`config.mk`:
```
export PLATFORM = sky130hd
export DESIGN_NAME = ipv4_l4_header_parser_core
export DESIGN_NICKNAME = d
export VERILOG_FILES = /design/src/rtl/ipv4l4_pkg.sv /design/src/rtl/ipv4_l4_header_parser_core.sv
export SDC_FILE = /design/constraint.sdc
export NUM_CORES = 1
export LEC_CHECK = 0
export ABC_AREA = 1
export BUFFER_PORTS_ARGS = -buffer_cell sky130_fd_sc_hd__clkbuf_2
export CAP_MARGIN = 20
export CORE_MARGIN = 1
export CORE_UTILIZATION = 50
export CTS_CLUSTER_DIAMETER = 60
export DETAILED_ROUTE_END_ITERATION = 7
export PLACE_DENSITY = 0.69
export SETUP_SLACK_MARGIN = 0.2
export SLEW_MARGIN = 20
export SYNTH_ARGS = -nofsm -noshare
export SYNTH_HDL_FRONTEND = slang
export SYNTH_SLANG_ARGS = --single-unit
export TNS_END_PERCENT = 50
```
`constraint.sdc`:
```
create_clock -name clk -period 6.2 [get_ports clk]
set_input_delay 0.31 -clock clk [delete_from_list [all_inputs] [get_ports clk]]
set_output_delay 0.31 -clock clk [all_outputs]
set_load 0.05 [all_outputs]
```
`src/rtl/ipv4l4_pkg.sv`:
```
// Package for the IPv4 / TCP / UDP header parser.
// Holds the result status codes and the protocol and header constants.
// No dependencies.
`default_nettype none

package ipv4l4_pkg;

    typedef enum logic [2:0] {
        ST_OK           = 3'd0,
        ST_NOT_V4       = 3'd1,
        ST_IHL_SMALL    = 3'd2,
        ST_LEN_MISMATCH = 3'd3,
        ST_TCP_SHORT    = 3'd4,
        ST_TCP_NEG      = 3'd5,
        ST_UDP_SHORT    = 3'd6,
        ST_UDP_NEG      = 3'd7
    } status_t;

    localparam logic [7:0]  PROTO_TCP     = 8'd6;
    localparam logic [7:0]  PROTO_UDP     = 8'd17;
    localparam logic [3:0]  IP_VERSION_4  = 4'h4;
    localparam logic [3:0]  IHL_MIN       = 4'd5;
    localparam logic [6:0]  TCP_HDR_MIN   = 7'd20;
    localparam logic [6:0]  UDP_HDR_LEN   = 7'd8;
    localparam logic [15:0] POS_MAX       = 16'hFFFF;

    localparam logic [15:0] POS_VER_IHL   = 16'd0;
    localparam logic [15:0] POS_LEN_HI    = 16'd2;
    localparam logic [15:0] POS_LEN_LO    = 16'd3;
    localparam logic [15:0] POS_PROTO     = 16'd9;
    localparam logic [15:0] POS_SRC_FIRST = 16'd12;
    localparam logic [15:0] POS_SRC_LAST  = 16'd15;
    localparam logic [15:0] POS_DST_FIRST = 16'd16;
    localparam logic [15:0] POS_DST_LAST  = 16'd19;
    localparam logic [16:0] L4_PORT_BYTES = 17'd4;
    localparam logic [16:0] L4_OFF_BYTE   = 17'd12;
    localparam logic [16:0] L4_FLAG_BYTE  = 17'd13;
    localparam logic [16:0] COUNT_MIN     = 17'd4;

endpackage

`default_nettype wire

```
`src/rtl/ipv4_l4_header_parser_core.sv`:
```
// IPv4 / TCP / UDP header parser, top level.
// Captures header fields from a byte stream and emits one result per packet.
// Depends on ipv4l4_pkg.
`default_nettype none

// The block takes one packet byte per clock, starting at IPv4 header byte 0,
// with end_of_packet on the final byte. Every other byte only updates captured
// header registers; the final byte's transfer computes the result in the same
// cycle, loads it into the output register and clears the capture, so a result
// appears in the cycle after the last byte and the next packet may start in the
// cycle right after. Throughput is one byte per cycle; input is held only when a
// final byte arrives while an earlier result is still waiting and stalled.
// Rejected headers (status 1 to 3) give all other result fields as zero.
module ipv4_l4_header_parser_core (
    input  wire logic        clk,
    input  wire logic        rst_n,

    input  wire logic        data_valid,
    output logic             data_stall,
    input  wire logic [7:0]  data_byte,
    input  wire logic        end_of_packet,

    output logic             result_valid,
    input  wire logic        result_stall,
    output logic [2:0]       status,
    output logic [31:0]      source_address,
    output logic [31:0]      dest_address,
    output logic [7:0]       protocol_number,
    output logic [15:0]      source_port,
    output logic [15:0]      dest_port,
    output logic [16:0]      payload_length,
    output logic [5:0]       ip_header_length,
    output logic [5:0]       l4_header_length,
    output logic [7:0]       tcp_flag_bits
);

    logic [15:0] pos_reg,    pos_next;
    logic [7:0]  vihl_reg,   vihl_next;
    logic [15:0] tlen_reg,   tlen_next;
    logic [7:0]  proto_reg,  proto_next;
    logic [31:0] src_reg,    src_next;
    logic [31:0] dst_reg,    dst_next;
    logic [31:0] ports_reg,  ports_next;
    logic [15:0] offfl_reg,  offfl_next;

    logic        rvalid_reg, rvalid_next;
    logic [2:0]  status_reg, status_next;
    logic [31:0] rsrc_reg,   rsrc_next;
    logic [31:0] rdst_reg,   rdst_next;
    logic [7:0]  rproto_reg, rproto_next;
    logic [15:0] rsport_reg, rsport_next;
    logic [15:0] rdport_reg, rdport_next;
    logic [16:0] rpay_reg,   rpay_next;
    logic [5:0]  rihl_reg,   rihl_next;
    logic [5:0]  rl4_reg,    rl4_next;
    logic [7:0]  rflags_reg, rflags_next;

    logic        take;
    logic        finish;
    logic [5:0]  off;
    logic [16:0] pos_ext;
    logic [16:0] off_ext;
    logic [16:0] diff;
    logic [16:0] count;
    logic [16:0] tlen_ext;
    logic [5:0]  l4len;
    logic [16:0] tcp_min;
    logic [16:0] tcp_need;
    logic [16:0] udp_min;
    ipv4l4_pkg::status_t st;

    assign data_stall = rvalid_reg && result_stall && end_of_packet;
    assign take       = data_valid && !data_stall;
    assign finish     = take && end_of_packet;

    // Capture header bytes
    always_comb
    begin
        vihl_next  = vihl_reg;
        tlen_next  = tlen_reg;
        proto_next = proto_reg;
        src_next   = src_reg;
        dst_next   = dst_reg;
        ports_next = ports_reg;
        offfl_next = offfl_reg;
        pos_next   = pos_reg;
        pos_ext    = {1'b0, pos_reg};

        if (pos_reg == ipv4l4_pkg::POS_VER_IHL)
        begin
            vihl_next = data_byte;
        end
        if (pos_reg == ipv4l4_pkg::POS_LEN_HI)
        begin
            tlen_next[15:8] = data_byte;
        end
        if (pos_reg == ipv4l4_pkg::POS_LEN_LO)
        begin
            tlen_next[7:0] = data_byte;
        end
        if (pos_reg == ipv4l4_pkg::POS_PROTO)
        begin
            proto_next = data_byte;
        end
        if (pos_reg >= ipv4l4_pkg::POS_SRC_FIRST && pos_reg <= ipv4l4_pkg::POS_SRC_LAST)
        begin
            src_next[{~pos_reg[1:0], 3'b000} +: 8] = data_byte;
        end
        if (pos_reg >= ipv4l4_pkg::POS_DST_FIRST && pos_reg <= ipv4l4_pkg::POS_DST_LAST)
        begin
            dst_next[{~pos_reg[1:0], 3'b000} +: 8] = data_byte;
        end

        off     = {vihl_next[3:0], 2'b00};
        off_ext = {11'd0, off};
        diff    = pos_ext - off_ext;
        if (pos_ext >= off_ext && pos_ext < off_ext + ipv4l4_pkg::L4_PORT_BYTES)
        begin
            ports_next[{~diff[1:0], 3'b000} +: 8] = data_byte;
        end
        if (pos_ext == off_ext + ipv4l4_pkg::L4_OFF_BYTE)
        begin
            offfl_next[15:8] = data_byte;
        end
        if (pos_ext == off_ext + ipv4l4_pkg::L4_FLAG_BYTE)
        begin
            offfl_next[7:0] = data_byte;
        end

        if (pos_reg != ipv4l4_pkg::POS_MAX)
        begin
            pos_next = pos_reg + 16'd1;
        end
    end

    // Build the result from the updated capture
    always_comb
    begin
        count    = pos_ext + 17'd1;
        tlen_ext = {1'b0, tlen_next};
        l4len    = {offfl_next[15:12], 2'b00};
        tcp_min  = off_ext + {10'd0, ipv4l4_pkg::TCP_HDR_MIN};
        tcp_need = off_ext + {11'd0, l4len};
        udp_min  = off_ext + {10'd0, ipv4l4_pkg::UDP_HDR_LEN};

        st          = ipv4l4_pkg::ST_OK;
        rsrc_next   = src_next;
        rdst_next   = dst_next;
        rproto_next = proto_next;
        rsport_next = 16'd0;
        rdport_next = 16'd0;
        rpay_next   = tlen_ext - off_ext;
        rihl_next   = off;
        rl4_next    = 6'd0;
        rflags_next = 8'd0;

        if (vihl_next[7:4] != ipv4l4_pkg::IP_VERSION_4)
        begin
            st = ipv4l4_pkg::ST_NOT_V4;
        end
        else if (vihl_next[3:0] < ipv4l4_pkg::IHL_MIN)
        begin
            st = ipv4l4_pkg::ST_IHL_SMALL;
        end
        else if (count < ipv4l4_pkg::COUNT_MIN || count != tlen_ext)
        begin
            st = ipv4l4_pkg::ST_LEN_MISMATCH;
        end
        else if (proto_next == ipv4l4_pkg::PROTO_TCP)
        begin
            rsport_next = ports_next[31:16];
            rdport_next = ports_next[15:0];
            rl4_next    = l4len;
            rflags_next = offfl_next[7:0];
            rpay_next   = tlen_ext - tcp_need;
            if (tlen_ext < tcp_min)
            begin
                st = ipv4l4_pkg::ST_TCP_SHORT;
            end
            else if (tlen_ext < tcp_need)
            begin
                st = ipv4l4_pkg::ST_TCP_NEG;
            end
        end
        else if (proto_next == ipv4l4_pkg::PROTO_UDP)
        begin
            rsport_next = ports_next[31:16];
            rdport_next = ports_next[15:0];
            rpay_next   = tlen_ext - udp_min;
            if (tlen_ext < udp_min)
            begin
                st = ipv4l4_pkg::ST_UDP_SHORT;
            end
        end

        if (st == ipv4l4_pkg::ST_NOT_V4 || st == ipv4l4_pkg::ST_IHL_SMALL
            || st == ipv4l4_pkg::ST_LEN_MISMATCH)
        begin
            rsrc_next   = 32'd0;
            rdst_next   = 32'd0;
            rproto_next = 8'd0;
            rsport_next = 16'd0;
            rdport_next = 16'd0;
            rpay_next   = 17'd0;
            rihl_next   = 6'd0;
            rl4_next    = 6'd0;
            rflags_next = 8'd0;
        end
        status_next = st;

        rvalid_next = rvalid_reg && result_stall;
        if (finish)
        begin
            rvalid_next = 1'b1;
        end
    end

    always_ff @(posedge clk or negedge rst_n)
    begin
        if (!rst_n)
        begin
            pos_reg    <= '0;
            vihl_reg   <= '0;
            tlen_reg   <= '0;
            proto_reg  <= '0;
            src_reg    <= '0;
            dst_reg    <= '0;
            ports_reg  <= '0;
            offfl_reg  <= '0;
            rvalid_reg <= 1'b0;
        end
        else
        begin
            rvalid_reg <= rvalid_next;
            if (finish)
            begin
                // clear capture for the next packet
                pos_reg   <= '0;
                vihl_reg  <= '0;
                tlen_reg  <= '0;
                proto_reg <= '0;
                src_reg   <= '0;
                dst_reg   <= '0;
                ports_reg <= '0;
                offfl_reg <= '0;
            end
            else if (take)
            begin
                pos_reg   <= pos_next;
                vihl_reg  <= vihl_next;
                tlen_reg  <= tlen_next;
                proto_reg <= proto_next;
                src_reg   <= src_next;
                dst_reg   <= dst_next;
                ports_reg <= ports_next;
                offfl_reg <= offfl_next;
            end
        end
    end

    // Hold the result while stalled
    always_ff @(posedge clk)
    begin
        if (finish)
        begin
            status_reg <= status_next;
            rsrc_reg   <= rsrc_next;
            rdst_reg   <= rdst_next;
            rproto_reg <= rproto_next;
            rsport_reg <= rsport_next;
            rdport_reg <= rdport_next;
            rpay_reg   <= rpay_next;
            rihl_reg   <= rihl_next;
            rl4_reg    <= rl4_next;
            rflags_reg <= rflags_next;
        end
    end

    assign result_valid     = rvalid_reg;
    assign status           = status_reg;
    assign source_address   = rsrc_reg;
    assign dest_address     = rdst_reg;
    assign protocol_number  = rproto_reg;
    assign source_port      = rsport_reg;
    assign dest_port        = rdport_reg;
    assign payload_length   = rpay_reg;
    assign ip_header_length = rihl_reg;
    assign l4_header_length = rl4_reg;
    assign tcp_flag_bits    = rflags_reg;

endmodule

`default_nettype wire

```
==> results of run 1 <==
what timing repair did:
action                                  in CTS  in global routing
resized for setup                            0                  8
endpoints found under the hold margin       94                  0
endpoints found under the setup margin       0                 11
hold buffers                                 1                  0
worst paths after layout:
check	from	end	slack [ns]	cells after the start
setup / recovery	pos_reg[1]$_DFFE_PN0P_	payload_length[14]$_SDFFCE_PP0P_	0.71	35
min in group asynchronous	rst_n	proto_reg[2]$_DFFE_PN0P_	0.47	2
setup reg to reg	pos_reg[1]$_DFFE_PN0P_	payload_length[14]$_SDFFCE_PP0P_	0.71	35
hold reg to reg	tlen_reg[7]$_DFFE_PN0P_	tlen_reg[7]$_DFFE_PN0P_	0.48	2
max in group asynchronous	rst_n	dst_reg[6]$_DFFE_PN0P_	4.26	3
hold / removal	result_stall	result_valid$_DFF_PN0_	0.07	3
per-stage QoR:
| stage | util | hold WS (ns) | instance area (um^2) | instances | power, mW |
|---|---|---|---|---|---|
| 2_1_floorplan | - | 0.01441 | 15630 | 1856 | 3.345 |
| 3_3_place_gp | 0.5458 | 0.4668 | 16740 | 2352 | 3.718 |
| 3_5_place_dp | 0.5458 | 0.4701 | 16740 | 2352 | 3.729 |
| 4_1_cts | 0.5838 | 0.06195 | 17910 | 2416 | 5.808 |
| 5_1_grt | 0.5849 | 0.09075 | 17940 | 2416 | 6.093 |
| 6_report | 0.5849 | 0.07355 | 17940 | 2417 | 5.812 |
final cells by class:
class	instances	area share
antenna	1	0.0001395
clock buffer	42	0.05140
clock inverter	21	0.01311
inverter	282	0.05935
multi-input combinational	1208	0.3449
sequential	297	0.4533
tap	396	0.02762
timing repair buffer	170	0.05015
routing by layer:
layer	track usage	routed length, um	up-vias
met5	0	0	-
met4	0.09040	1197	0
met3	0.04729	2954	89
met2	0.4193	19860	499
met1	0.4065	20070	6416
li1	-	-	6410
placed cells by master, fill, tap and decap left out, drive strengths merged, types with 3 or more instances in the layout:
cell type,n
a21oi,31
a22o,6
a22oi,48
a31oi,4
buf,16
bufinv,4
clkbuf,195
clkinv,19
conb,4
dfrtp,157
edfxtp,140
ha,41
inv,279
nand2,388
nand3,77
nand3b,7
nand4,17
nor2,265
nor3,23
o21a,3
o21ai,160
o22ai,96
or2,4
xnor2,3
xor2,20
power by group:
group          switching [mW]  internal, mW
clock network           0.843          1.24
registers              0.0287          2.13
logic                    1.11         0.455
total                    1.98          3.83
logic make-up after synthesis:
kind of cell,count (synthesis),share of synthesized area
xor+xnor,23,0.01290
buf+inv,351,0.08788
fa+ha+maj,43,0.03541
other cells,1,0.0002401
simple gates,785,0.2108
flops,297,0.5207
compound gates,353,0.1320
worst reg2reg max path: cells and delay by family (launching register included):
family	cells	cell delay, ns
AO/OA/AOI/OAI	6	0.84
adder cells (fa/ha/maj)	4	1.00
buffers and inverters	6	0.57
flip-flops	1	0.45
AND/OR/NAND/NOR	19	2.36
==> out/results.ini, run 1 <==
[setup_path]
arrival_ns = 5.72
max_stage_delay_ns = 0.45
critPathSlowestCell = dfrtp_1
cp_num_buf_inv = 6
crit_type = reg2reg
worst_path_most_repeated_cell = nand2_1
end_kind = register
required_ns = 6.43
crit_family = simple AND/OR/NAND/NOR gates
cp-start-kind = register
critPathMaxFanout = 13

[floorplanning]
initial_core_util = 0.5093
die_w_um = 178.7
die_h_um = 178.7
ioPinCount = 159
rows = 64
coreArea_um2 = 30670
dieArea_um2 = 31950

[global_routing]
grt.total_usage = 0.2782
grt_max_degree = 96
grt_antenna_before_repair = 0
overflow = 0
grt_pass1_vias = 12480
grt_pass1_wl_um = 68810

[clock_network]
cts_buffers = 35
postCtsSetupBuffers = 0
ctsHtreeMaxLevel = 2
cts.clk_slew.worst_paths_ns = 0.06
cts-root-buf = clkbuf_16
tritoncts = done
clockBufferDepth = 3
clock-sinks = 297
clk_latency_ns = 0.53

[synth]
synth_seq_cells = 297
synth_cell_types = 45
yosysSeqAreaShare = 0.5207
synth_edf_count = 140
yosys.area.top_type_share = 0.2692
yosysWarnings = 0
syn-cell-area_um2 = 15620
async_flop_share = 0.5286
avgSynthCellArea_um2 = 8.429
synth_commonest_cells = nand2_1, inv_1, nor2_1
yosysMostFrequentCell = nand2_1
syn_inst = 1853
synth_flop_cell = dfrtp_1
synth_top_cell_by_area = edfxtp_1
synthTopCellsByArea = edfxtp_1, dfrtp_1, nand2_1, inv_1, nor2_1

[timing]
fin_crit_sh = 0.8858
clock.fmax_mhz = 182.1
maxSlewViolCount = 0
finalSetupViolCount = 0
worst_slew_margin_rel = 0.3530
rsz0062_at_grt = no
worst_pin_slew_ns = 0.9705
tns_ns = 0
hold_viol = 0
finClkSkew_ns = 0.02540
fin_crit_ns = 5.492
worst_slack_ns = 0.7081

[detailed_routing]
dr.pass1.iters = 6
vias = 13410
first_iter_violations = 1415
routed_via_density = 5.550
route.detailed.drc = 0
wl_um = 44080
antenna_left = 0
post_drt_wl_per_cell_um = 18.24

[status]
status = finished, final reports clean

[placed_design]
portBuffers = 154
detailedPlace.worstSlack_ns = 0.4823
routabilityCongestion = 0.9178
hpwlAfterDp_um = 30060

[cells_and_area]
multiInputGateArea_um2 = 6187
final_nets = 2050
fillers = 2744
ff_latch_area_um2 = 8133
drive_gt1_frac = 0.1332
syn_to_final_growth_pct = 14.86

[power]
powerDensity_nw_per_um2 = 324.0
peakVddDrop_mv = 0.1467
power_leakage_nw = 7.755

[hold_path]
hp-class = in2reg

[run]
maxCapViolations = 0

Note: power is estimated with default switching activity, not from simulation.
==> run 2, diff against run 1 <==
--- a/config.mk
+++ b/config.mk
@@ -14,5 +14,4 @@
 export DETAILED_ROUTE_END_ITERATION = 7
 export PLACE_DENSITY = 0.69
-export SETUP_SLACK_MARGIN = 0.2
 export SLEW_MARGIN = 20
 export SYNTH_ARGS = -nofsm -noshare
==> constraint.sdc (replaced) <==
create_clock -name clk -period 6.2 [get_ports clk]
set_input_delay 0.31 -clock clk [delete_from_list [all_inputs] [get_ports clk]]
set_output_delay 0.31 -clock clk [all_outputs]
set_load 0.02 [all_outputs]
==> run 2 against run 1 <==
Worst setup slack got worse by 0.087 ns; count of clock-buffer cells in the layout did not move; clock power barely moved; largest cell class unchanged; largest power group unchanged; sequential share of layout area barely moved; critical path depth rose by 3; global-route usage did not move; combinational power fell by 5%; utilization barely moved; non-clock buffer count did not move.
==> out/results.ini, run 2 (same netlist as run 1, synthesis figures left out) <==
[status]
status = finished, final reports clean

[run]
maxCapViolations = 0

[detailed_routing]
wl_um = 44070
vias = 13430
routed_via_density = 5.555
post_drt_wl_per_cell_um = 18.23
first_iter_violations = 1407
route.detailed.drc = 0
antenna_left = 0
dr.pass1.iters = 6

[clock_network]
cts.clk_slew.worst_paths_ns = 0.06
clk_latency_ns = 0.53
postCtsSetupBuffers = 0
ctsHtreeMaxLevel = 2
clockBufferDepth = 3
clock-sinks = 297
tritoncts = done
cts_buffers = 35
cts-root-buf = clkbuf_16

[timing]
finalSetupViolCount = 0
maxSlewViolCount = 0
finClkSkew_ns = 0.02593
worst_slew_margin_rel = 0.3580
rsz0062_at_grt = no
tns_ns = 0
fin_crit_ns = 5.579
fin_crit_sh = 0.8998
worst_pin_slew_ns = 0.9630
clock.fmax_mhz = 179.2
hold_viol = 0

[global_routing]
grt_antenna_before_repair = 0
overflow = 0
use_met2 = 0.4193
use_met3 = 0.04729
grt.total_usage = 0.2782
use_met1 = 0.4065
grt_pass1_vias = 12480
busiest_layer = met2
grt_pass1_wl_um = 68810
grt_max_degree = 96

[cells_and_area]
mostFrequentLayoutCell = nand2_1
final_cell_mix = nand2_1, inv_1, nor2_1
final_nets = 2050
instances_no_fill = 2417
syn_to_final_growth_pct = 14.80
drive_gt1_frac = 0.1322
fillers = 2744

[setup_path]
max_stage_delay_ns = 0.45
critPathMaxFanout = 13
cp-start-kind = register
reg2reg_from = pos_reg[1]$_DFFE_PN0P_
reg2reg_slack_ns = 0.62
critPathSlowestCell = dfrtp_1
arrival_ns = 5.92
timing.rr.end = payload_length[15]$_SDFFCE_PP0P_
end_kind = register
r2r_cells = 38
worst_path_most_repeated_cell = nand2_1
required_ns = 6.54
crit_type = reg2reg

[floorplanning]
die_w_um = 178.7
ioPinCount = 159
die_h_um = 178.7
initial_core_util = 0.5093
dieArea_um2 = 31950
rows = 64
coreArea_um2 = 30670

[hold_path]
hp-class = in2reg
min_to = result_valid$_DFF_PN0_
hp-start = result_stall
worstHoldPathCells = 3

[placed_design]
placed_cells = 2352
hpwlAfterDp_um = 30060
portBuffers = 154
routabilityCongestion = 0.9178

[power]
peakVddDrop_mv = 0.1438
power_leakage_nw = 7.754
powerDensity_nw_per_um2 = 319.5

## run 2: cell types whose count changed in the layout (fill, tap and decap cells not counted)
cell     previous run  this run
nand2_4             2         1
nand2_2            10        11
nor2_2              7         5
nor2_1            250       252
## run 2: layout make-up
type,instances,area (um^2),share of cell area
antenna,1,2.502,0.0001396
clock buffer,42,922.1,0.05143
clock inverter,21,235.2,0.01312
inverter,282,1065,0.05939
multi-input combinational,1208,6177,0.3445
sequential,297,8133,0.4536
tap,396,495.5,0.02763
timing repair buffer,170,899.6,0.05017
## run 2: worst max-delay path by stage
stage                            from                               end  slack (ns)  depth (start not counted)
2_1_floorplan  pos_reg[0]$_DFFE_PN0P_  payload_length[13]$_SDFFCE_PP0P_        1.25                         36
3_3_place_gp   pos_reg[1]$_DFFE_PN0P_  payload_length[15]$_SDFFCE_PP0P_        0.72                         38
3_5_place_dp   pos_reg[1]$_DFFE_PN0P_  payload_length[13]$_SDFFCE_PP0P_        0.48                         38
4_1_cts        pos_reg[1]$_DFFE_PN0P_  payload_length[13]$_SDFFCE_PP0P_        0.43                         35
5_1_grt        pos_reg[1]$_DFFE_PN0P_  payload_length[15]$_SDFFCE_PP0P_        0.03                         35
6_report       pos_reg[1]$_DFFE_PN0P_  payload_length[15]$_SDFFCE_PP0P_        0.62                         38
## run 2: report_power, final
group          switching (mW)  leakage (nW)  internal, mW
Clock                   0.840         0.567          1.24
Combinational            1.03          3.65         0.452
Sequential             0.0288          3.53          2.13
Total                    1.90          7.75          3.82
## run 2: metrics by stage
stage,utilization,cell area (um^2),power (mW),setup WS [ns],hold WS (ns)
floorplan,-,15630,3.268,1.249,0.01441
global placement,0.5458,16740,3.643,0.7229,0.4668
detailed placement,0.5458,16740,3.654,0.4823,0.4701
CTS,0.5838,17910,5.733,0.4341,0.06195
global route,0.5845,17930,6.011,0.03148,0.09075
finish,0.5846,17930,5.728,0.6211,0.07297
## run 2: metal layers
metal	vias up	wire length, um
li1	6405	-
met1	6441	20150
met2	498	19870
met3	83	2890
met4	0	1157
met5	-	0
## run 2: worst max-delay path, delay by kind of cell (launching register included)
| family | cells | cell delay, ns |
|---|---|---|
| simple gates | 20 | 2.44 |
| flops | 1 | 0.45 |
| fa+ha+maj | 5 | 1.08 |
| xor+xnor | 1 | 0.16 |
| compound gates | 5 | 0.70 |
| buf+inv | 7 | 0.57 |
## run 2: timing repair
item / 4_1_cts / 5_1_grt
setup endpoints to repair: 0 / 6
hold endpoints to repair: 94 / 0
gates resized for setup: 0 / 5
hold buffers: 1 / 0
==> run 3, diff against run 2 <==
ABC_AREA = unset   (was 1)
==> run 3 against run 2 <==
Hold slack got worse by 0.053 ns; combinational power shrank 19%; register-to-register slack got worse by 0.31 ns; count of clock-buffer cells in the layout increased by 2; critical path type unchanged.
==> out/results.ini, run 3 <==
[floorplanning]
rows = 64
dieArea_um2 = 31920
die_w_um = 178.7
die_h_um = 178.7
coreArea_um2 = 30670
initial_core_util = 0.5089
ioPinCount = 159

[synth]
synth_compound_area_frac = 0.1583
synth_top_cell_by_area = edfxtp_1
yosysSeqAreaShare = 0.5211
syn-cell-area_um2 = 15610
synth_cell_types = 73
synthTopCellsByArea = edfxtp_1, dfrtp_1, nand2_1, o21ai_0, ha_1
synth_top_family_by_area = simple AND/OR/NAND/NOR gates
yosys-mux-area-fraction = 0.03055
syn_inst = 1573
synth_simple_gate_area_frac = 0.1899
yosys.area.top_type_share = 0.2694
yosysWarnings = 0
synth_commonest_cells = nand2_1, o21ai_0, dfrtp_1
synth-xor-area-share = 0.02525
async_flop_share = 0.5286
synth_edf_count = 140
synth_seq_cells = 297
avgSynthCellArea_um2 = 9.921
yosysMostFrequentCell = nand2_1
synth_flop_cell = dfrtp_1
yosys.area_share.adder = 0.03544

[setup_path]
end_kind = register
crit_type = reg2reg
reg2reg_from = pos_reg[10]$_DFFE_PN0P_
r2r_cells = 26
arrival_ns = 6.12
cp-start-kind = register
timing.rr.end = payload_length[12]$_SDFFCE_PP0P_
critPathMaxFanout = 14
required_ns = 6.43
reg2reg_slack_ns = 0.31

[hold_path]
worstHoldPathCells = 2
hp-class = in2reg
min_to = result_valid$_DFF_PN0_
hp-start = result_stall

[timing]
worst_slew_margin_rel = 0.2677
fin_crit_ns = 5.893
hold_viol = 0
maxSlewViolCount = 0
tns_ns = 0
fin_crit_sh = 0.9504
finClkSkew_ns = 0.02232
finalSetupViolCount = 0
clock.fmax_mhz = 169.7
worst_pin_slew_ns = 1.091

[detailed_routing]
first_iter_violations = 1228
antenna_left = 0
post_drt_wl_per_cell_um = 21.72
route.detailed.drc = 0
wl_um = 46040
dr.pass1.iters = 6
vias = 12960
routed_via_density = 6.117

[clock_network]
tritoncts = done
clk_latency_ns = 0.52
ctsHtreeMaxLevel = 2
cts-root-buf = clkbuf_16
clockBufferDepth = 3
cts.clk_slew.worst_paths_ns = 0.06
clock-sinks = 297
cts_buffers = 34

[cells_and_area]
syn_to_final_growth_pct = 15.12
finalInstanceArea_um2 = 17970
drive_gt1_frac = 0.1863
diodes = 0
fillers = 2653
final_cell_mix = nand2_1, dfrtp_1, o21ai_0
final_nets = 1753
mostFrequentLayoutCell = nand2_1

[global_routing]
grt_max_degree = 94
grt_pass1_wl_um = 70520
overflow = 0
grt.total_usage = 0.2899
grt_antenna_before_repair = 0
grt_pass1_vias = 12150

[placed_design]
placed_area_um2 = 16790
portBuffers = 154
routabilityCongestion = 0.9323
hpwlAfterDp_um = 30130

[power]
power_frac_seq = 0.410
p_int_mw = 3.661
swShare = 0.3061
power.combinational.fraction = 0.227
p_total_mw = 5.276
powerDensity_nw_per_um2 = 293.7
power_leakage_nw = 7.233
p_clk_frac = 0.363
peakVddDrop_mv = 0.1861
p_switching_mw = 1.615

[status]
status = finished, final reports clean

[run]
maxCapViolations = 0

[run 3: power groups by stage]
stage	clock network, mW	registers (mW)	logic (mW)
after floorplan	0	2.24	0.759
after global placement	0	2.20	1.12
after detailed placement	0	2.20	1.14
after CTS	1.93	2.16	1.15
after global routing	2.01	2.17	1.30
final	1.91	2.17	1.20
[run 3: layer usage]
metal,share of wire,vias to the layer above,global-route usage
li1,-,5914,-
met1,0.42,6275,0.4065
met2,0.47,679,0.4627
met3,0.088,94,0.04241
met4,0.028,0,0.09357
met5,0,-,0
[run 3: repair_timing]
action	in CTS	in global routing
hold buffers	1	0
gates resized for setup	0	22
setup buffers	0	1
hold endpoints to repair	92	0
endpoints found under the setup margin	0	12
[run 3: logic make-up (layout without fill, tap and decap cells)]
family	after synthesis	in the layout
AND/OR/NAND/NOR	596	596
XOR/XNOR	45	45
flip-flops	297	297
multiplexers	46	46
other	1	4
adder cells (fa/ha/maj)	43	43
buffers and inverters	145	292
AO/OA/AOI/OAI	400	400
[run 3: how the worst max path moves through the flow]
| stage | startpoint | to | depth (start not counted) |
|---|---|---|---|
| 6_report | pos_reg[10]$_DFFE_PN0P_ | payload_length[12]$_SDFFCE_PP0P_ | 26 |
| 5_1_grt | pos_reg[0]$_DFFE_PN0P_ | payload_length[11]$_SDFFCE_PP0P_ | 29 |
| 4_1_cts | pos_reg[0]$_DFFE_PN0P_ | payload_length[11]$_SDFFCE_PP0P_ | 29 |
| 3_5_place_dp | pos_reg[0]$_DFFE_PN0P_ | payload_length[14]$_SDFFCE_PP0P_ | 28 |
| 3_3_place_gp | pos_reg[0]$_DFFE_PN0P_ | payload_length[12]$_SDFFCE_PP0P_ | 28 |
| 2_1_floorplan | pos_reg[0]$_DFFE_PN0P_ | payload_length[12]$_SDFFCE_PP0P_ | 29 |
[run 3: layout make-up]
type / count / area [um^2] / share of cell area
clock buffer: 44 / 919.6 / 0.05119
clock inverter: 18 / 148.9 / 0.008287
inverter: 30 / 112.6 / 0.006268
multi-input combinational: 1134 / 7015 / 0.3905
sequential: 297 / 8133 / 0.4527
tap: 396 / 495.5 / 0.02758
timing repair buffer: 200 / 1141 / 0.06351
[run 3: critical path, stage by stage, from the launching register on]
cell      delay [ns]
dfrtp_1         0.46
nor4_2          0.44
nand4_1         0.17
buf_6           0.19
mux2_2          0.29
inv_1           0.09
ha_1            0.25
xor2_1          0.19
and3_1          0.19
o211a_1         0.24
nand2_1         0.07
o21ai_1         0.25
and2_4          0.25
xnor2_1         0.13
ha_1            0.23
nor3_1          0.08
a21oi_1         0.13
o211ai_1        0.10
ha_1            0.34
a21o_1          0.21
a21oi_1         0.22
nor2b_1         0.07
or3_1           0.38
o22ai_2         0.26
o21a_1          0.19
xor2_1          0.14
nor2_1          0.05
[run 3: per-stage QoR]
step                worst slack [ns]  instances    util  hold slack [ns]
floorplan                    0.01641       1576       -          0.01441
global placement              0.2387       2055  0.5474           0.4499
detailed placement            0.1071       2055  0.5474           0.4522
CTS                          0.02217       2118  0.5826          0.01015
global route               -0.001001       2119  0.5858          0.02174
finish                        0.3075       2119  0.5858          0.01953
